`config.mk`:
```
export PLATFORM = sky130hd
export DESIGN_NAME = rbst_pipe_ctrl
export DESIGN_NICKNAME = d
export VERILOG_FILES = /design/src/sv/rbst_pkg.sv /design/src/sv/rbst_pipe_ctrl.sv
export SDC_FILE = /design/constraint.sdc
export NUM_CORES = 1
export LEC_CHECK = 0
export BUFFER_PORTS_ARGS = -buffer_cell sky130_fd_sc_hd__buf_2
export CORE_AREA = 2 2 39 41
export CTS_BUF_LIST = sky130_fd_sc_hd__clkbuf_8
export CTS_CLUSTER_DIAMETER = 30
export DETAILED_ROUTE_END_ITERATION = 12
export DIE_AREA = 0 0 41 43
export PLACE_DENSITY = 0.42
export SYNTH_ARGS = -nofsm -noshare
export SYNTH_HDL_FRONTEND = slang
export SYNTH_SLANG_ARGS = --single-unit
export TNS_END_PERCENT = 10
```
`constraint.sdc`:
```
create_clock -name clk -period 1.07 [get_ports clk]
set_input_delay 0.214 -clock clk [delete_from_list [all_inputs] [get_ports clk]]
set_output_delay 0.214 -clock clk [all_outputs]
set_load 0.005 [all_outputs]
```
`src/sv/rbst_pkg.sv`:
```
// ----------------------------------------------------------------------------
// rbst_pkg
// Shared types and constants for the ray against box slab test pipeline.
// ----------------------------------------------------------------------------
package rbst_pkg;

	// Number format: signed two's complement Q16.16.
	localparam int COORD_W   = 32;
	localparam int FRAC_BITS = 16;
	localparam int DIFF_W    = COORD_W + 1;
	localparam int PROD_W    = DIFF_W + COORD_W;

	// Pipeline depth: operand prep, multiply, scale, merge x/y, merge z.
	localparam int NUM_STAGES = 5;

	// Configuration register indexes.
	localparam int CFG_IDX_W = 3;
	localparam logic [CFG_IDX_W-1:0] REG_BOX_MIN_X = 3'd0;
	localparam logic [CFG_IDX_W-1:0] REG_BOX_MIN_Y = 3'd1;
	localparam logic [CFG_IDX_W-1:0] REG_BOX_MIN_Z = 3'd2;
	localparam logic [CFG_IDX_W-1:0] REG_BOX_MAX_X = 3'd3;
	localparam logic [CFG_IDX_W-1:0] REG_BOX_MAX_Y = 3'd4;
	localparam logic [CFG_IDX_W-1:0] REG_BOX_MAX_Z = 3'd5;

	localparam int AXIS_X = 0;
	localparam int AXIS_Y = 1;
	localparam int AXIS_Z = 2;

	typedef logic signed [COORD_W-1:0] coord_t;
	typedef logic signed [DIFF_W-1:0]  diff_t;
	typedef logic signed [PROD_W-1:0]  prod_t;

	typedef struct packed {
		coord_t origin_x;
		coord_t origin_y;
		coord_t origin_z;
		coord_t recip_dir_x;
		coord_t recip_dir_y;
		coord_t recip_dir_z;
	} in_item_t;

	typedef struct packed {
		logic   hit;
		coord_t dist_near;
		coord_t dist_far;
	} out_item_t;

	// One distance interval along the ray; hit clear means it is empty.
	typedef struct packed {
		logic   hit;
		coord_t tmin;
		coord_t tmax;
	} interval_t;

	// Per-stage load enables and valid flags of the pipeline.
	typedef struct packed {
		logic [NUM_STAGES-1:0] en;
		logic [NUM_STAGES-1:0] vld;
	} stage_ctl_t;

	localparam coord_t COORD_MAX = {1'b0, {(COORD_W-1){1'b1}}};
	localparam coord_t COORD_MIN = {1'b1, {(COORD_W-1){1'b0}}};

	// Arithmetic shift down by the fraction bits, then clamp to the coordinate range.
	function automatic coord_t scale_sat(prod_t p);
		prod_t sh;
		logic  all_zero;
		logic  all_one;
		sh       = p >>> FRAC_BITS;
		all_zero = ~|sh[PROD_W-1:COORD_W-1];
		all_one  = &sh[PROD_W-1:COORD_W-1];
		if (all_zero || all_one) begin
			return sh[COORD_W-1:0];
		end else if (sh[PROD_W-1]) begin
			return COORD_MIN;
		end else begin
			return COORD_MAX;
		end
	endfunction

endpackage

```
`src/sv/rbst_pipe_ctrl.sv`:
```
// ----------------------------------------------------------------------------
// rbst_pipe_ctrl
// Valid flags and stall-aware load enables for the stages of the pipeline.
// ----------------------------------------------------------------------------
module rbst_pipe_ctrl (
	input  logic                clk,
	input  logic                arst_n,
	input  logic                in_valid,
	output logic                in_ready,
	output logic                out_valid,
	input  logic                out_ready,
	output rbst_pkg::stage_ctl_t ctl
);

	logic [rbst_pkg::NUM_STAGES-1:0] vld_q;
	logic [rbst_pkg::NUM_STAGES-1:0] en;

	// A stage may load when it is empty or when its contents move on.
	always_comb begin
		en[rbst_pkg::NUM_STAGES-1] = !vld_q[rbst_pkg::NUM_STAGES-1] || out_ready;
		for (int k = rbst_pkg::NUM_STAGES - 2; k >= 0; k--) begin
			en[k] = !vld_q[k] || en[k+1];
		end
	end

	// Valid flags travel with the data.
	always_ff @(posedge clk or negedge arst_n) begin
		if (!arst_n) begin
			vld_q <= '0;
		end else begin
			if (en[0]) begin
				vld_q[0] <= in_valid;
			end
			for (int k = 1; k < rbst_pkg::NUM_STAGES; k++) begin
				if (en[k]) begin
					vld_q[k] <= vld_q[k-1];
				end
			end
		end
	end

	assign in_ready  = en[0];
	assign out_valid = vld_q[rbst_pkg::NUM_STAGES-1];
	assign ctl.en    = en;
	assign ctl.vld   = vld_q;

	// An accepted transaction always lands in the first stage.
	a_accept_lands: assert property (@(posedge clk) disable iff (!arst_n)
		in_valid && in_ready |=> vld_q[0])
		else $error("accepted transaction did not enter the first stage");

	// An empty first stage never refuses a transaction.
	a_empty_ready: assert property (@(posedge clk) disable iff (!arst_n)
		!vld_q[0] |-> in_ready)
		else $error("first stage empty but input not ready");

	// Without traffic at either end the number of items in flight is constant.
	a_conserve: assert property (@(posedge clk) disable iff (!arst_n)
		!(in_valid && in_ready) && !(out_valid && out_ready)
		|=> $countones(vld_q) == $past($countones(vld_q)))
		else $error("transaction lost or duplicated inside the pipeline");

	// A stalled result stays on the output.
	a_out_hold: assert property (@(posedge clk) disable iff (!arst_n)
		out_valid && !out_ready |=> out_valid)
		else $error("stalled result dropped");

endmodule

```
Yosys cells after proc, flatten, opt, wreduce, memory -nomap -nowiden. Index checks and enable logic that the tools add are counted.

Register bits after elaboration: 5. Bits of input ports: 4. Output and inout port bits: 12. Word-level logic and storage cells: 15.

Reduce and logical (&&, ||, !) cells: 10.

Operators by type and width (count): $logic_not A1 Y1 (5); $logic_or A1 B1 Y1 (5).

Depth between registers and ports, before layout. Gate-level depths: netlist (run 1).

Depth in word-level cells: 6. Depth in mapped cells: 4. Gate-level depth less buffers: 2.

Worst setup path after synthesis (run 1). Ideal clock, no wire load.

Kind: register to output. Start: register vld_q[4] in the netlist's numbering. End: output port ctl[5] in the netlist's numbering. Arrival: 0.949 ns. Slack: -0.093 ns. Cell stages (with the launch flop): 5. Buffers on the path: 2. Cell sequence: dfrtp_1 and4b_1 buf_6 nand3_1 buf_4.

Longest elaborated chain between the ends: 6.

Ends and longest elaborated chain: from (decl) (line rbst_pipe_ctrl.sv:15) `logic [rbst_pkg::NUM_STAGES-1:0] vld_q;`; from (signal, indexed assignment) (line rbst_pipe_ctrl.sv:36) `vld_q[k] <= vld_q[k-1];`; $logic_not A1 Y1 (line rbst_pipe_ctrl.sv:20) `en[rbst_pkg::NUM_STAGES-1] = !vld_q[rbst_pkg::NUM_STAGES-1] || out_ready;`; $logic_or A1 B1 Y1 (line rbst_pipe_ctrl.sv:20); $logic_or A1 B1 Y1 (4 in a row) (line rbst_pipe_ctrl.sv:22) `en[k] = !vld_q[k] || en[k+1];`; to (decl) (line rbst_pipe_ctrl.sv:12) `output rbst_pkg::stage_ctl_t ctl`.

Every way passes these cells.

Worst setup path after layout (run 1).
Start: register vld_q[2] in the netlist's numbering. End: output port in_ready.

Longest elaborated chain between the ends: 4.

Ends and longest elaborated chain: $logic_not A1 Y1 (line rbst_pipe_ctrl.sv:22); $logic_or A1 B1 Y1 (3 in a row) (line rbst_pipe_ctrl.sv:22); to (decl) (line rbst_pipe_ctrl.sv:9) `output logic in_ready,`.

Every way passes these cells.

==> results.txt, run 1 <==
outcome: finished, violations left
failing checks: negative setup slack
worst reg-to-reg path cell count: 3
dpl hpwl: 405 um
fin cells: 57
I/O Pins: 16
post-synthesis async set-or-reset flop share: 100%
Area Growth Syn to Fin: 84.8%
Mapped Nets: 23
post-synthesis mux area share: 0%
Compound-Gate Fraction of Synth Area: 7.30%
largest net degree at the start of global routing: 7
grt ovf: 0
static leakage: 0.000193 uW
Worst Setup Path Type: register to output port
critical hold path startpoint: in_valid
sequential cell area: 126 um^2
num rows: 14
Die Area: 1760 um^2
Post-synth EDFFs: 0
Fmax achieved: 781 MHz
Cell Area, Placed: 327 um^2
Core Area: 1380 um^2
simple-gate area share of the yosys netlist: 23.0%
reg-to-reg critical path startpoint: vld_q[2]$_DFFE_PN0P_
nets: 46
commonest cells in the netlist: dfrtp_1, nand2b_1, buf_4
Hold Path Depth: 2
DIE HEIGHT: 43 um
Arr. time, crit path: 1070 ps
hold endpoint: vld_q[0]$_DFFE_PN0P_
Detailed Routing Iterations Pass 1: 3
Pwr Density: 1760 nW/um^2
Top Registers: vld_q x5
max FFs per register: 5
initial antenna violation count: 0
Crit. End Element: output port
DIE WIDTH: 41 um
post-synthesis xor/xnor area fraction: 0%
first-pass GRT wire length: 848 um
reg2reg setup slack: -40 ps
worst vdd ir: 0.000597 V
post-synth design cell area: 223 um^2
routability-driven placement congestion ratio: 0.668
CTS Sinks: 5
Req. time, crit path: 860 ps
Cells after Synth: 19
clock skew: 2.48 ps
Sw Ratio: 23.7%
effective utilization at floorplan: 16.1%
vias in the first global route: 229
fin crit period: 1280 ps
adder-cell share of the synthesized area: 0%
final slew viol count: 0
clock transition at the registers of the reported paths: 40 ps
Hold/Removal Path Class: primary input to register
share of power burned in registers: 32.2%
Slew headroom: 88.3%
H-tree levels: 1
top_reg_cell synth: dfrtp_1
leading area contributor after synthesis: dfrtp_1
worst-margin pin slew: 175 ps
Hold Fails Final Rpt: 0
largest register by flop count: vld_q
largest family of logic cells by synthesized area: simple AND/OR/NAND/NOR gates
final worst slack: -211 ps
placed cells: 50
final instance area: 412 um^2
Synth top area share: 56.2%
Int Power: 552 uW
total track usage: 7.99%
register area share after synthesis: 56.2%
Multi-input gate area: 81.3 um^2
ant diodes: 0
synth top area cells: dfrtp_1, nand2b_1, buf_4
Syn Area/Cell: 11.7 um^2
drt wl/cell: 9.51 um
cts bufs inserted: 3
port bufs: 15
most frequent cell after synthesis: dfrtp_1
Total Routed Length: 542 um
via density per instance: 3.67
RR Endpoint: vld_q[0]$_DFFE_PN0P_
Via Count: 209
root buf cell: clkbuf_8
YS warnings: 0
Final period util: 120%
CP startpoint kind: register
initial DRC count: 5
max_cap viols: 0
# DRC: 0
Switching Power: 172 uW
power share of the combinational group: 21.7%
crit path max fanout: 5
CTS tree: yes
Routed Antenna Nets: 0
Netlist cell types: 12
clock latency on the worst-skew pair: 220 ps
layout cell share with drive strength beyond 1: 63.4%
clock power share: 46.2%
fillers: 143
post-synthesis register bit count: 5
Setup crit start: vld_q[2]$_DFFE_PN0P_
CTS max path bufs: 2
RSZ-0062 raised after global routing: yes
# setup viols final: 8
## worst max-delay path, cell delays in order, from the launching register on
cell	delay, ps
dfrtp_1	330
and4b_2	310
nand3_4	90
buf_6	120
## metrics by stage
stage	worst slack (ps)	TNS (ps)	hold WS, ps	utilization [%]	power [uW]
3_3_place_gp	-73.2	-234	27.3	23.6	362
3_5_place_dp	-82.1	-275	28.9	23.6	366
5_1_grt	-266	-1390	190	29.7	765
2_1_floorplan	-52.9	-52.9	-81.6	-	309
6_report	-211	-967	185	29.7	724
4_1_cts	-227	-1040	184	29.7	740
## per-layer routing
layer | global-route usage [%] | share of wire (%) | up-vias
li1 | - | - | 106
met1 | 5.26 | 30 | 102
met2 | 13.1 | 68 | 1
met3 | 3.14 | 2.6 | 0
met4 | 10.0 | 0 | 0
met5 | 0 | 0 | -
## layout make-up
| type | count | area share, % |
|---|---|---|
| clock buffer | 3 | 10.0 |
| clock inverter | 1 | 0.912 |
| inverter | 1 | 0.912 |
| multi-input combinational | 10 | 19.8 |
| sequential | 5 | 30.7 |
| tap | 16 | 4.86 |
| timing repair buffer | 21 | 32.8 |
## cell usage in the layout (no fill, tap or decap)
master,Yosys,final
nand3b_1,1,1
or2_1,1,1
dfrtp_1,5,4
buf_2,0,13
nand2_1,1,1
dlygate4sd3_1,0,1
nand3_4,0,1
buf_6,1,2
dfrtp_2,0,1
a31o_1,1,1
inv_1,1,2
nand2b_1,3,3
a21o_1,1,1
buf_4,2,5
and4b_2,0,1
clkbuf_8,0,3
## worst max path at each step
stage,depth (start not counted),slack (ps),end
2_1_floorplan,4,-50,ctl[5]
3_3_place_gp,4,-70,ctl[5]
3_5_place_dp,4,-80,in_ready
4_1_cts,3,-230,ctl[5]
5_1_grt,3,-270,in_ready
6_report,3,-210,in_ready
## repair_timing
action | CTS | global route
hold endpoints to repair | 5 | 0
buffers inserted | 2 | 0
endpoints found under the setup margin | 6 | 12
pin swaps | 3 | 1
hold buffers | 1 | 0
resized for setup | 3 | 1
## power groups by stage
stage / clock, uW / sequential [uW] / combinational (uW)
floorplan: 0 / 239 / 70.0
global placement: 0 / 234 / 128
detailed placement: 0 / 236 / 131
CTS: 349 / 232 / 159
global route: 358 / 236 / 171
finish: 334 / 233 / 157
## kinds of logic (layout without fill, tap and decap cells)
| group | after synthesis | in the layout |
|---|---|---|
| buffers and inverters | 4 | 26 |
| and+or+nand+nor | 8 | 8 |
| AOI/OAI and AO/OA | 2 | 2 |
| DFF | 5 | 5 |
(Power assumes the default switching activity.)
==> run 2: changes to the inputs <==
--- a/config.mk
+++ b/config.mk
@@ -5,7 +5,7 @@
 export SDC_FILE = /design/constraint.sdc
 export NUM_CORES = 1
 export LEC_CHECK = 0
-export BUFFER_PORTS_ARGS = -buffer_cell sky130_fd_sc_hd__buf_2
+export BUFFER_PORTS_ARGS = -buffer_cell sky130_fd_sc_hd__buf_4
 export CORE_AREA = 2 2 39 41
 export CTS_BUF_LIST = sky130_fd_sc_hd__clkbuf_8
 export CTS_CLUSTER_DIAMETER = 30
==> constraint.sdc (replaced) <==
create_clock -name clk -period 1.07 [get_ports clk]
set_input_delay 0.0535 -clock clk [delete_from_list [all_inputs] [get_ports clk]]
set_output_delay 0.0535 -clock clk [all_outputs]
set_load 0.005 [all_outputs]
==> run 2 against run 1 <==
Compared with the run above: the run still ends with negative setup slack left; clock skew is 1.8 ps lower; wire length is 2.2% higher; via count is 3.3% higher; register-to-register slack hardly changed; clock power hardly changed; sequential power hardly changed; fmax is 12% higher.
==> results.txt, run 2 (same netlist as run 1, synthesis figures left out) <==
outcome: finished, violations left (unchanged)
failing checks: negative setup slack (unchanged)
CP startpoint kind: register (unchanged)
Final period util: 107% (was 120%)
Die Area: 1760 um^2 (unchanged)
Fmax achieved: 872 MHz (was 781 MHz)
most frequent cells in the layout: buf_4, dfrtp_1, nand2b_1, clkbuf_8 (was buf_2, buf_4, dfrtp_1)
max FFs per register: 5 (unchanged)
placed cells: 48 (was 50)
Detailed Routing Iterations Pass 1: 2 (was 3)
DIE WIDTH: 41 um (unchanged)
via density per instance: 3.79 (was 3.67)
worst vdd ir: 0.000566 V (was 0.000597 V)
Area Growth Syn to Fin: 95.5% (was 84.8%)
initial DRC count: 2 (was 5)
power share of the combinational group: 25.2% (was 21.7%)
fin crit period: 1150 ps (was 1280 ps)
largest register by flop count: vld_q (unchanged)
max_cap viols: 0 (unchanged)
DIE HEIGHT: 43 um (unchanged)
clock transition at the registers of the reported paths: 30 ps (was 40 ps)
fin cells: 57 (unchanged)
share of power burned in registers: 30.5% (was 32.2%)
worst-path cell chain: and4b_2, nand3_2, buf_4 (was and4b_2, nand3_4, buf_6)
initial antenna violation count: 0 (unchanged)
static leakage: 0.000209 uW (was 0.000193 uW)
Slew headroom: 87.7% (was 88.3%)
Slowest cell on crit path: dfrtp_1 (unchanged)
Int Power: 581 uW (was 552 uW)
Hold/Removal Path Class: primary input to register (unchanged)
first-pass GRT wire length: 855 um (was 848 um)
Worst Path Buf+Inv: 1 (unchanged)
Arr. time, crit path: 1090 ps (was 1070 ps)
# DRC: 0 (unchanged)
RSZ-0062 raised after global routing: yes (unchanged)
routability-driven placement congestion ratio: 0.547 (was 0.668)
final instance area: 435 um^2 (was 412 um^2)
leading cell type in the layout, fill and taps excluded: buf_4 (was buf_2)
dpl hpwl: 378 um (was 405 um)
total track usage: 7.37% (was 7.99%)
final worst slack: -76.9 ps (was -211 ps)
layout cell share with drive strength beyond 1: 61.0% (was 63.4%)
Routed Antenna Nets: 0 (unchanged)
Switching Power: 172 uW (about the same)
Cell Area, Placed: 337 um^2 (was 327 um^2)
CTS Sinks: 5 (unchanged)
Hold Fails Final Rpt: 0 (unchanged)
Top Registers: vld_q x5 (unchanged)
Crit. End Element: output port (unchanged)
nets: 46 (unchanged)
effective utilization at floorplan: 16.1% (unchanged)
Setup crit start: vld_q[3]$_DFFE_PN0P_ (was vld_q[2]$_DFFE_PN0P_)
grt ovf: 0 (unchanged)
crit path max fanout: 5 (unchanged)
CTS max path bufs: 2 (unchanged)
vias in the first global route: 217 (was 229)
critical hold path startpoint: in_valid (unchanged)
largest net degree at the start of global routing: 7 (unchanged)
num rows: 14 (unchanged)
worst-margin pin slew: 184 ps (was 175 ps)
root buf cell: clkbuf_8 (unchanged)
drt wl/cell: 9.72 um (was 9.51 um)
final slew viol count: 0 (unchanged)
I/O Pins: 16 (unchanged)
cts bufs inserted: 3 (unchanged)
CTS tree: yes (unchanged)
Req. time, crit path: 1020 ps (was 860 ps)
ant diodes: 0 (unchanged)
H-tree levels: 1 (unchanged)
Largest delay share family, worst path: simple AND/OR/NAND/NOR gates (unchanged)
Via Count: 216 (was 209)
clock power share: 44.3% (was 46.2%)
clock latency on the worst-skew pair: 220 ps (about the same)
Sw Ratio: 22.9% (was 23.7%)
# setup viols final: 6 (was 8)
reg-to-reg critical path startpoint: vld_q[3]$_DFFE_PN0P_ (was vld_q[2]$_DFFE_PN0P_)
critical path's largest stage delay: 340 ps (was 330 ps)
Pwr Density: 1730 nW/um^2 (was 1760 nW/um^2)
clock skew: 0.641 ps (was 2.48 ps)
Worst Setup Path Type: register to output port (unchanged)
port bufs: 15 (unchanged)
Total Routed Length: 554 um (was 542 um)
Core Area: 1380 um^2 (unchanged)
-- run 2: cell count changes in the layout (fill, tap and decap cells not counted) --
cell | previous run | this run
buf_2 | 13 | 0
buf_4 | 5 | 18
dfrtp_1 | 4 | 5
dfrtp_2 | 1 | 0
nand3_2 | 0 | 1
nand3_4 | 1 | 0
-- run 2: through the flow --
stage	hold slack, ps	TNS (ps)	total power, uW	util [%]	worst slack, ps
floorplan	-242	0	297	-	43.3
global placement	-141	0	379	24.3	66.4
detailed placement	-142	0	377	24.3	46.3
CTS	28.8	-267	762	30.7	-81.3
global route	55.2	-576	799	31.5	-125
finish	39.1	-305	754	31.5	-76.9
-- run 2: routing by layer --
| layer | vias up | routed length, um | global-route usage (%) |
|---|---|---|---|
| li1 | 105 | - | - |
| met3 | 0 | 88 | 1.57 |
| met4 | 0 | 0 | 6.00 |
| met5 | - | 0 | 0 |
| met1 | 95 | 233 | 9.84 |
| met2 | 16 | 232 | 9.69 |
-- run 2: repair_timing --
action / in CTS / in global routing
setup endpoints to repair: 4 / 6
setup buffers: 3 / 1
endpoints found under the hold margin: 5 / 0
gates resized for setup: 3 / 1
pin swaps: 2 / 1
hold buffers: 1 / 0
-- run 2: path summary, 6_finish.rpt --
| check | cells after the start | slack, ps | end |
|---|---|---|---|
| max | 3 | -80 | in_ready |
| min | 2 | 40 | vld_q[0]$_DFFE_PN0P_ |
| max reg2reg | 3 | -50 | vld_q[0]$_DFFE_PN0P_ |
| min reg2reg | 1 | 530 | vld_q[1]$_DFFE_PN0P_ |
| max in group asynchronous | 2 | 790 | vld_q[0]$_DFFE_PN0P_ |
| min in group asynchronous | 2 | 180 | vld_q[2]$_DFFE_PN0P_ |
-- run 2: power groups by stage --
stage	registers [uW]	logic (uW)	clock network [uW]
after global routing	234	209	356
after global placement	234	145	0
after detailed placement	234	143	0
after CTS	229	180	352
after floorplan	235	62.2	0
final	230	190	334
-- run 2: final cells by class --
type / instances / area, um^2
timing repair buffer: 21 / 168
clock inverter: 1 / 3.75
tap: 16 / 20.0
inverter: 1 / 3.75
fill: 142 / 948
multi-input combinational: 10 / 73.8
sequential: 5 / 125
clock buffer: 3 / 41.3
