## src/sv/rbst_pkg.sv

```systemverilog
// ----------------------------------------------------------------------------
// rbst_pkg
// Shared types and constants for the ray against box slab test pipeline.
// ----------------------------------------------------------------------------
package rbst_pkg;

	// Number format: signed two's complement Q16.16.
	localparam int COORD_W   = 32;
	localparam int FRAC_BITS = 16;
	localparam int DIFF_W    = COORD_W + 1;
	localparam int PROD_W    = DIFF_W + COORD_W;

	// Pipeline depth: operand prep, multiply, scale, merge x/y, merge z.
	localparam int NUM_STAGES = 5;

	// Configuration register indexes.
	localparam int CFG_IDX_W = 3;
	localparam logic [CFG_IDX_W-1:0] REG_BOX_MIN_X = 3'd0;
	localparam logic [CFG_IDX_W-1:0] REG_BOX_MIN_Y = 3'd1;
	localparam logic [CFG_IDX_W-1:0] REG_BOX_MIN_Z = 3'd2;
	localparam logic [CFG_IDX_W-1:0] REG_BOX_MAX_X = 3'd3;
	localparam logic [CFG_IDX_W-1:0] REG_BOX_MAX_Y = 3'd4;
	localparam logic [CFG_IDX_W-1:0] REG_BOX_MAX_Z = 3'd5;

	localparam int AXIS_X = 0;
	localparam int AXIS_Y = 1;
	localparam int AXIS_Z = 2;

	typedef logic signed [COORD_W-1:0] coord_t;
	typedef logic signed [DIFF_W-1:0]  diff_t;
	typedef logic signed [PROD_W-1:0]  prod_t;

	typedef struct packed {
		coord_t origin_x;
		coord_t origin_y;
		coord_t origin_z;
		coord_t recip_dir_x;
		coord_t recip_dir_y;
		coord_t recip_dir_z;
	} in_item_t;

	typedef struct packed {
		logic   hit;
		coord_t dist_near;
		coord_t dist_far;
	} out_item_t;

	// One distance interval along the ray; hit clear means it is empty.
	typedef struct packed {
		logic   hit;
		coord_t tmin;
		coord_t tmax;
	} interval_t;

	// Per-stage load enables and valid flags of the pipeline.
	typedef struct packed {
		logic [NUM_STAGES-1:0] en;
		logic [NUM_STAGES-1:0] vld;
	} stage_ctl_t;

	localparam coord_t COORD_MAX = {1'b0, {(COORD_W-1){1'b1}}};
	localparam coord_t COORD_MIN = {1'b1, {(COORD_W-1){1'b0}}};

	// Arithmetic shift down by the fraction bits, then clamp to the coordinate range.
	function automatic coord_t scale_sat(prod_t p);
		prod_t sh;
		logic  all_zero;
		logic  all_one;
		sh       = p >>> FRAC_BITS;
		all_zero = ~|sh[PROD_W-1:COORD_W-1];
		all_one  = &sh[PROD_W-1:COORD_W-1];
		if (all_zero || all_one) begin
			return sh[COORD_W-1:0];
		end else if (sh[PROD_W-1]) begin
			return COORD_MIN;
		end else begin
			return COORD_MAX;
		end
	endfunction

endpackage

```

## src/sv/rbst_interval_merge.sv

```systemverilog
// ----------------------------------------------------------------------------
// rbst_interval_merge
// Registered intersection of a running interval with one axis interval.
// ----------------------------------------------------------------------------
module rbst_interval_merge (
	input  logic                clk,
	input  logic                en,
	input  rbst_pkg::interval_t acc,
	input  rbst_pkg::coord_t    axis_lo,
	input  rbst_pkg::coord_t    axis_hi,
	output rbst_pkg::interval_t merged
);

	rbst_pkg::interval_t next_iv;
	rbst_pkg::interval_t iv_reg_q;
	logic                gap;

	// Touching intervals still overlap; only a strict gap is a miss.
	// A miss reports zero distances.
	always_comb begin
		gap          = (axis_hi < acc.tmin) || (acc.tmax < axis_lo);
		next_iv.hit  = acc.hit && !gap;
		next_iv.tmin = (acc.tmin < axis_lo) ? axis_lo : acc.tmin;
		next_iv.tmax = (axis_hi < acc.tmax) ? axis_hi : acc.tmax;
		if (!next_iv.hit) begin
			next_iv.tmin = '0;
			next_iv.tmax = '0;
		end
	end

	always_ff @(posedge clk) begin
		if (en) begin
			iv_reg_q <= next_iv;
		end
	end

	assign merged = iv_reg_q;

endmodule

```

## config.mk

```make
export PLATFORM = sky130hd
export DESIGN_NAME = rbst_interval_merge
export DESIGN_NICKNAME = d
export VERILOG_FILES = /design/src/sv/rbst_pkg.sv /design/src/sv/rbst_interval_merge.sv
export SDC_FILE = /design/constraint.sdc
export NUM_CORES = 1
export LEC_CHECK = 0
export BUFFER_PORTS_ARGS = -buffer_cell sky130_fd_sc_hd__buf_2
export CORE_MARGIN = 3
export CORE_UTILIZATION = 40
export DETAILED_ROUTE_END_ITERATION = 8
export HOLD_SLACK_MARGIN = 0.15
export PLACE_DENSITY = 0.66
export SLEW_MARGIN = 20
export SYNTH_ARGS = -nofsm -noshare
export SYNTH_HDL_FRONTEND = slang
export SYNTH_SLANG_ARGS = --single-unit
export TNS_END_PERCENT = 50
```

## constraint.sdc

```tcl
create_clock -name clk -period 4.2 [get_ports clk]
set_clock_uncertainty 0.05 [all_clocks]
set_input_delay 0.84 -clock clk [delete_from_list [all_inputs] [get_ports clk]]
set_output_delay 0.84 -clock clk [all_outputs]
set_load 0.02 [all_outputs]
```

Yosys cells after proc, flatten, opt, wreduce, memory -nomap -nowiden
Index checks and enable logic that the tools add are counted.

storage, ports and cells
  output and inout port bits = 65
  memories kept = 0
  word-level logic and storage cells = 12
  register bits = 65
  latch bits = 0
  RAM bits = 0
  ROM bits = 0

cells by class
  muxes and demuxes = 2
  divide/modulo/power cells = 0
  multiply operators = 0
  equality and inequality tests = 0
  order comparisons = 4
  shifts and indexed selects = 0
  reductions and logical operators = 3
  $add $sub $neg = 0
  bitwise operators = 0

operators with widths
  cell                         number
  less-than comparator 32 bit  4
  2-to-1 mux 32 bit            2
  logical AND 1 bit            1
  logical NOT 1 bit            1
  logical OR 1 bit             1

Logic depth before layout (Yosys ltp)
Gate-level depths: netlist of the first run.

  depth after elaboration = 4
  mapped depth = 12
  depth with buffers taken out = 10

Worst setup path before layout of the first run
No wires, ideal clock.

  kind = input to register
  start = input port axis_lo[27]
  end = register iv_reg_q (netlist bit merged[43]), data pin
  setup time = 0.254 ns
  data required time = 3.896 ns
  arrival time = 2.755 ns
  stages = 10
  setup slack = 1.140 ns
  cells stage by stage = inv_1 > ha_1 > nand4_1 > or4_1 > o221ai_1 > a21oi_1 > a21oi_2 > buf_2 > mux2i_1 > nor2_1

between the ends
  longest elaborated chain between the ends = 4
  elaborated cells on any way between the ends = 6
  classes of those cells = 2 x order compare; 1 x mux; 3 x reduce/logical

RTL lines
  element                      line                       RTL
  from (decl)                  rbst_interval_merge.sv:9   input rbst_pkg::coord_t axis_lo,
  less-than comparator 32 bit  rbst_interval_merge.sv:21  gap = (axis_hi < acc.tmin) || (acc.tmax < axis_lo);
  logical OR 1 bit             rbst_interval_merge.sv:21
  logical NOT 1 bit            rbst_interval_merge.sv:22  next_iv.hit = acc.hit && !gap;
  logical AND 1 bit            rbst_interval_merge.sv:22
  to (signal assigned)         rbst_interval_merge.sv:33  iv_reg_q <= next_iv;
  to (decl)                    rbst_interval_merge.sv:15  rbst_pkg::interval_t iv_reg_q;

Parallel ways exist; a longest one is shown, timed or not.
A chain may end at the register's enable or synchronous reset.

Worst setup path after layout of the first run
  start = input port axis_lo[1]
  end = register iv_reg_q (netlist bit merged[33]), data pin

The elaborated chain is that of the path after synthesis.

==> results.md, run 1 <==
- Status: complete, no violations
- Gr ovfl total: 0
- Max H-tree Level: 3
- Largest net degree at the start of global routing: 44
- Core area: 14590 um^2
- CP max stage delay: 0.57 ns
- Clock Path Buffers: 2
- Worst-Margin Slew: 0.8324 ns
- Seq cells post-synth: 65
- Crit Path Category: input port to flop
- Non-Filler Instances: 1035
- Sink Count: 65
- Post-synth EDFFs: 65
- CTS root buffer: clkbuf_16
- CTS tree: built
- Buf+Inv Stages, Crit Path: 3
- Leakage power: 3.932 nW
- PortBufs: 195
- Area post-placement: 7199 um^2
- GRT Util Overall: 20.26%
- Crit path DAT: 3.65 ns
- # placed instances: 1019
- First-pass GRT wire length: 26280 um
- Vias in the first global route: 5312
- Critical Path End Type: flop
- Area Overhead vs Synth: 24.70%
- Number of flip-flops in the largest register: 65
- Post-cts sizing count: 0
- CP max FO: 43
- Synth async-reset ratio: 0%
- Max cap viols: 0
- Antenna-violating nets left: 0
- CTS Buf Count: 9
- Syn Area/Cell: 9.238 um^2
- Final wirelength: 16590 um
- Final instance area: 7453 um^2
- I/O pin total: 196
- Mapped Area: 5977 um^2
- Syn Nets: 902
- Post-DP HPWL: 13550 um
- Initial antenna violation count: 0
- Final Max Slew Viols: 0
- Crit-path leading delay family: compound AO/OA/AOI/OAI gates
- Main synth FF type: edfxtp_1
- Number of post-CTS setup repair buffers: 0
- YS warnings: 0
- Min-Delay Endpoint: merged[40]
- Synth Instances: 647
- Unrepaired setup endpoints after global routing: false
- 1st-iter DRT viols: 261
- Die area: 16450 um^2
- Antenna Diode Count: 0
- DR pass1 iterations: 4
- Row cnt: 44
- Worst setup SP type: input port
- Hold_buf cts: 0
- Vias: 5329
- Relative slew slack: 44.23%
- Fin util: 51.09%
- Setup TNS: 0 ns
- Worst hold path startpoint: axis_lo[8]
- Final setup violation count: 0
- DRC: 0
- Detailed-route vias per instance: 5.149
- Worst Hold Class: input port to flop
- Period minus WS final: 3.633 ns
- Layout cell share with drive strength beyond 1: 28.32%
- WHS Path Cells: 3
- Worst-path cell chain: buf_2 > inv_1 > ha_1 > a2111oi_0 > o21ai_0 > a311oi_1 > o21ai_1 > o2111ai_4 > buf_4 > nor2_1
- Final worst path period share: 86.50%
- Die W: 128.2 um
- Fmax: 275.2 MHz
- Max rail drop VDD: 0.1943 mV
- Commonest non-fill, non-tap cells in the layout: buf_2 (195), ha_1 (124), inv_1 (97)
- Yosys cell types: 37
- Power Density: 303.7 nW/um^2
- Sequential fraction of the synthesis area: 32.66%
- Slowest-stage cell, CP: buf_4
- Wire length per cell: 16.03 um
- Pwr Total: 2.264 mW
- Hold Fails Final Rpt: 0
- Initial core utilization: 40.97%
- Final nets: 1101
- Clk slew on worst S/H paths: 0.05 ns
- Die Y-Extent: 128.2 um
- Most common cell after layout, fill and taps aside: buf_2
- Critical path data required time: 4.22 ns
- GP Congestion: 0.8736
## power by group
group | switching, mW | internal, mW | leakage [nW]
clock network | 0.293 | 0.389 | 0.126
logic | 0.482 | 0.294 | 3.19
registers | 0.0151 | 0.791 | 0.620
total | 0.789 | 1.47 | 3.93
## worst max path at each step
stage                      startpoint          to  slack (ns)  cells past startpoint
final                      axis_lo[1]  merged[33]        0.57                     10
after global routing       axis_lo[1]  merged[40]        0.31                     10
after CTS                  axis_lo[1]  merged[33]        0.42                     10
after detailed placement   axis_lo[1]  merged[33]        0.13                     10
after global placement     axis_lo[1]  merged[41]        0.24                     10
after floorplan           axis_lo[27]  merged[43]        1.14                     10
## stage by stage
stage          hold WS, ns  setup WS (ns)
5_1_grt             0.7865         0.3118
4_1_cts             0.7647         0.4219
6_report            0.7745         0.5668
3_5_place_dp         1.122         0.1283
2_1_floorplan       0.9025          1.140
3_3_place_gp         1.116         0.2405
## tightest hold or removal path: cells and delay by family
family                 cells  cell delay [ns]
multiplexers               1             0.05
buffers and inverters      1             0.08
AND/OR/NAND/NOR            1             0.07
## synthesized netlist by cell type (all sizes together) (2+ instances only)
cell	number	share of area, %
ha	124	26
inv	97	6.1
nand2	89	5.6
a21oi	73	7.6
edfxtp	65	33
nor2	48	3.0
mux2i	33	5.5
o21ai	21	1.8
a21o	15	1.9
buf	12	1.5
nand3	11	0.92
nand4	11	1.2
and4	8	1.2
a221oi	7	1.0
clkbuf	4	0.25
nand2b	4	0.42
a221o	3	0.50
o211ai	3	0.38
a2111oi	2	0.29
a211oi	2	0.25
o2111ai	2	0.29
xor2	2	0.29
## area by class of cell
type	instances	area, um^2
well taps	184	230.2
fillers	1405	7136
flip-flops and latches	65	1952
inverters	97	364.1
clock buffers	10	229.0
repair buffers	204	1056
multi-input cells	469	3597
clock inverters	6	25.02
## kinds of logic after synthesis
logic type	share of synthesized area, %
simple gates	12.62
fa+ha+maj	25.96
buf+inv	7.829
xor+xnor	0.4397
mux	5.527
flops	32.66
compound gates	14.97
## routing by layer
metal | global-route usage (%) | routed length, um | up-vias
li1 | - | - | 2697
met1 | 25.42 | 7260 | 2439
met2 | 34.63 | 7900 | 174
met3 | 4.500 | 1162 | 19
met4 | 6.305 | 262 | 0
met5 | 0 | 0 | -
No activity file was read; power rests on OpenSTA's default activity.
==> inputs of run 2 (changes only) <==
--- a/config.mk
+++ b/config.mk
@@ -10,7 +10,7 @@
 export CORE_UTILIZATION = 40
 export DETAILED_ROUTE_END_ITERATION = 8
 export HOLD_SLACK_MARGIN = 0.15
-export PLACE_DENSITY = 0.66
+export PLACE_DENSITY_LB_ADDON = 0.08
 export SLEW_MARGIN = 20
 export SYNTH_ARGS = -nofsm -noshare
 export SYNTH_HDL_FRONTEND = slang
==> constraint.sdc (replaced) <==
create_clock -name clk -period 4 [get_ports clk]
set_clock_uncertainty 0.05 [all_clocks]
set_input_delay 0.8 -clock clk [delete_from_list [all_inputs] [get_ports clk]]
set_output_delay 0.8 -clock clk [all_outputs]
set_load 0.02 [all_outputs]
==> results.md, run 2 (synthesized netlist as in run 1, its figures left out) <==
- CTS Buf Count: 9
- Number of post-CTS setup repair buffers: 0
- Post-Place Setup Slack: 0.3219 ns
- Initial core utilization: 40.97%
- Unrepaired setup endpoints after global routing: false
- GRT Util Overall: 21.32%
- CTS tree: built
- Most common cell after layout, fill and taps aside: buf_2
- Die area: 16450 um^2
- Critical Path End Type: flop
- Vias in the first global route: 5535
- Post-DP HPWL: 13900 um
- Max H-tree Level: 3
- Power Density: 327.3 nW/um^2
- I/O pin total: 196
- Clk slew on worst S/H paths: 0.06 ns
- Antenna-violating nets left: 0
- Gr ovfl total: 0
- Post-cts sizing count: 0
- P_sw: 0.8337 mW
- # fillers: 1391
- First-pass GRT wire length: 27620 um
- PnR worst setup slack: 0.7503 ns
- DRC: 0
- Fmax: 307.7 MHz
- Status: complete, no violations
- CP max FO: 48
- Number of flip-flops in the largest register: 65
- Largest net degree at the start of global routing: 66
- DR pass1 iterations: 4
- Final nets: 1100
- Commonest non-fill, non-tap cells in the layout: buf_2 (195), ha_1 (124), inv_1 (97)
- Pint: 1.615 mW
- Sink Count: 65
- Wire length per cell: 16.88 um
- Worst setup SP type: input port
- Relative slew slack: 39.44%
- Max rail drop VDD: 0.2242 mV
- Final wirelength: 17430 um
- Final hold slack: 0.7389 ns
- Clock Path Buffers: 2
- Max cap viols: 0
- Initial antenna violation count: 0
- Worst Hold Class: input port to flop
- Clock power share: 31.8%
- GP Congestion: 0.8962
- Reg power frac: 34.5%
- Critical path data required time: 4.03 ns
- Worst-Margin Slew: 0.9084 ns
- Hold Fails Final Rpt: 0
- Antenna Diode Count: 0
- Row cnt: 44
- Leakage power: 3.945 nW
- Vias: 5345
- PortBufs: 195
- Core area: 14590 um^2
- Hold_buf cts: 0
- Final setup violation count: 0
- Switch share: 34.05%
- CP max stage delay: 0.50 ns
- Final Max Slew Viols: 0
- Detailed-route vias per instance: 5.174
- Die Y-Extent: 128.2 um
- Comb pwr share: 33.7%
- Slowest-stage cell, CP: a311oi_1
- Crit path DAT: 3.28 ns
- CTS root buffer: clkbuf_16
- Area Overhead vs Synth: 25.16%
- 1st-iter DRT viols: 344
- Final worst path period share: 81.24%
- Setup TNS: 0 ns
- Period minus WS final: 3.250 ns
- Worst-path cell chain: buf_2 > ha_1 > a2111oi_0 > o21ai_0 > a311oi_1 > o21ai_1 > o2111ai_4 > buf_12 > nor2_1
- Die W: 128.2 um
- Layout cell share with drive strength beyond 1: 28.39%
- Crit Path Category: input port to flop
-- run 2: cell count changes in the layout (fill, tap and decap cells not counted), sizes merged --
cell / previous run / this run
buf: 204 / 203
bufinv: 0 / 1
clkinv: 6 / 4
-- run 2: layout make-up --
class	instances	area, um^2	share of cell area [%]
multi-input cells	469	3597	48.08
flip-flops and latches	65	1952	26.09
repair buffers	203	1061	14.18
inverters	97	364.1	4.867
well taps	184	230.2	3.077
clock buffers	10	229.0	3.061
clock inverters	5	47.55	0.6356
-- run 2: power groups by stage --
stage	registers, mW	clock network [mW]	logic (mW)
detailed placement	0.860	0	0.830
global placement	0.859	0	0.808
global route	0.852	0.825	0.926
floorplan	0.949	0	0.420
finish	0.846	0.779	0.824
CTS	0.847	0.792	0.833
-- run 2: through the flow --
stage	power, mW	util [%]	cell area [um^2]	std cells
final	2.449	51.28	7481	1033
after CTS	2.472	51.28	7481	1033
after global placement	1.667	49.38	7204	1018
after detailed placement	1.690	49.38	7204	1018
after global routing	2.603	51.28	7481	1033
after floorplan	1.369	-	5977	647
-- run 2: path summary, 6_finish.rpt --
path	cells after the start	slack (ns)	start	endpoint
setup / recovery	9	0.75	acc[1]	merged[53]
hold / removal	3	0.74	axis_lo[11]	merged[43]
-- run 2: layer usage --
| layer | vias up | part of all wire, % | GRT usage [%] |
|---|---|---|---|
| met5 | - | 0 | 0 |
| met4 | 0 | 1.4 | 5.618 |
| met3 | 23 | 6.8 | 5.042 |
| met2 | 189 | 47 | 35.49 |
| met1 | 2441 | 45 | 27.79 |
| li1 | 2692 | - | - |
-- run 2: critical path: cells and delay by family --
| family | cells | cell delay (ns) |
|---|---|---|
| simple gates | 1 | 0.09 |
| fa+ha+maj | 1 | 0.28 |
| compound gates | 5 | 1.65 |
| buf+inv | 2 | 0.42 |
==> inputs of run 3 (changes only) <==
==> constraint.sdc (replaced) <==
create_clock -name clk -period 2.7 [get_ports clk]
set_clock_uncertainty 0.05 [all_clocks]
set_input_delay 0.54 -clock clk [delete_from_list [all_inputs] [get_ports clk]]
set_output_delay 0.54 -clock clk [all_outputs]
set_load 0.02 [all_outputs]
==> results.md, run 3 (synthesized netlist as in run 1, its figures left out) <==
- Period minus WS final: 2.683 ns
- Critical Path Sink: merged[2]
- Final worst path period share: 99.36%
- GRT Util Overall: 23.24%
- Die W: 128.2 um
- Largest net degree at the start of global routing: 56
- Final setup violation count: 0
- Worst-Margin Slew: 0.4160 ns
- GP Congestion: 0.8977
- CTS Buf Count: 9
- Fmax: 372.8 MHz
- Wire length per cell: 17.06 um
- Detailed-route vias per instance: 5.116
- Worst Hold Class: input port to flop
- DR pass1 iterations: 4
- Met3 Use GR: 4.458%
- Commonest non-fill, non-tap cells in the layout: buf_2 (192), buf_4 (118), ha_1 (115)
- Final hold slack: 0.4768 ns
- CP Launch Point: axis_hi[25]
- Fin util: 63.19%
- Max rail drop VDD: 0.2421 mV
- Leakage power: 4.657 nW
- Antenna-violating nets left: 0
- Unrepaired setup endpoints after global routing: true
- Power Density: 442.3 nW/um^2
- GRT met1 Usage: 28.81%
- Area Overhead vs Synth: 54.24%
- Max H-tree Level: 3
- Number of flip-flops in the largest register: 65
- Hold Fails Final Rpt: 0
- Initial core utilization: 40.97%
- Critical path data required time: 2.85 ns
- Hold_buf cts: 0
- First-pass GRT wire length: 29770 um
- Post-DP HPWL: 14960 um
- PnR worst setup slack: 0.01727 ns
- # fillers: 1237
- Gr ovfl total: 0
- Die area: 16450 um^2
- Most common cell after layout, fill and taps aside: buf_2
- Initial antenna violation count: 0
- CTS root buffer: clkbuf_16
- Crit path DAT: 2.83 ns
- Max cap viols: 0
- Worst setup SP type: input port
- Row cnt: 44
- Crit Path Category: input port to flop
- Vias: 5955
- Core area: 14590 um^2
- Final wirelength: 19860 um
- Critical Path End Type: flop
- Final Max Slew Viols: 0
- Clock Path Buffers: 2
- Status: complete, no violations
- Met2 usage: 40.36%
- Layout cell share with drive strength beyond 1: 46.48%
- CTS tree: built
- Sink Count: 65
- 1st-iter DRT viols: 265
- Die Y-Extent: 128.2 um
- Final nets: 1230
- Vias in the first global route: 6151
- Clk slew on worst S/H paths: 0.06 ns
- GR peak layer: met2
- Relative slew slack: 72.20%
- DRC: 0
- CP max FO: 11
- I/O pin total: 196
- Post-Place Setup Slack: -0.5559 ns
- PortBufs: 195
run 3: power by group:
| group | switching, mW | internal, mW | total (mW) | leakage (nW) |
|---|---|---|---|---|
| Combinational | 0.955 | 0.807 | 1.76 | 3.92 |
| Clock | 0.457 | 0.605 | 1.06 | 0.121 |
| Sequential | 0.0236 | 1.23 | 1.25 | 0.620 |
run 3: per-stage QoR:
step | instances | power [mW] | TNS, ns | instance area (um^2)
after CTS | 1155 | 3.889 | 0 | 8665
after global routing | 1163 | 4.302 | -3.536 | 9216
after global placement | 1131 | 2.654 | -27.15 | 8103
after detailed placement | 1131 | 2.688 | -30.49 | 8103
after floorplan | 647 | 2.028 | -1.190 | 5977
final | 1164 | 4.078 | 0 | 9219
run 3: routing by layer:
layer | part of all wire, % | vias up
met2 | 48 | 163
met5 | 0 | -
li1 | - | 2962
met1 | 43 | 2803
met4 | 2.0 | 0
met3 | 6.6 | 27
run 3: timing repair:
item,CTS,global route
setup buffers,5,4
gates resized for setup,38,102
setup endpoints to repair,63,65
pin swaps,15,18
cloned,4,4
run 3: worst min-delay path by stage:
stage | depth (start not counted) | slack (ns) | endpoint | startpoint
after floorplan | 0 | 0.60 | merged[0] | en
after global placement | 3 | 0.82 | merged[39] | axis_lo[7]
after detailed placement | 3 | 0.83 | merged[56] | axis_lo[24]
after CTS | 3 | 0.47 | merged[39] | axis_lo[7]
after global routing | 3 | 0.49 | merged[39] | axis_lo[7]
final | 3 | 0.48 | merged[36] | axis_lo[4]
run 3: area by class of cell:
cell class / instances / area, um^2 / share of cell area, %
multi-input cells: 469 / 4120 / 44.69
repair buffers: 333 / 2295 / 24.89
flip-flops and latches: 65 / 1952 / 21.17
inverters: 97 / 366.6 / 3.977
well taps: 184 / 230.2 / 2.497
clock buffers: 10 / 229.0 / 2.484
clock inverters: 5 / 23.77 / 0.2579
diodes: 1 / 2.502 / 0.02714
run 3: worst max-delay path: stages:
cell and delay, ns:
buf_2 0.13, buf_4 0.13, ha_1 0.28, a21oi_1 0.15, o21ai_0 0.15, a221oi_1 0.32, o21ai_1 0.16, a21oi_4 0.21
xor2_2 0.17, buf_4 0.15, buf_6 0.15, nand2_1 0.12, a21oi_4 0.17
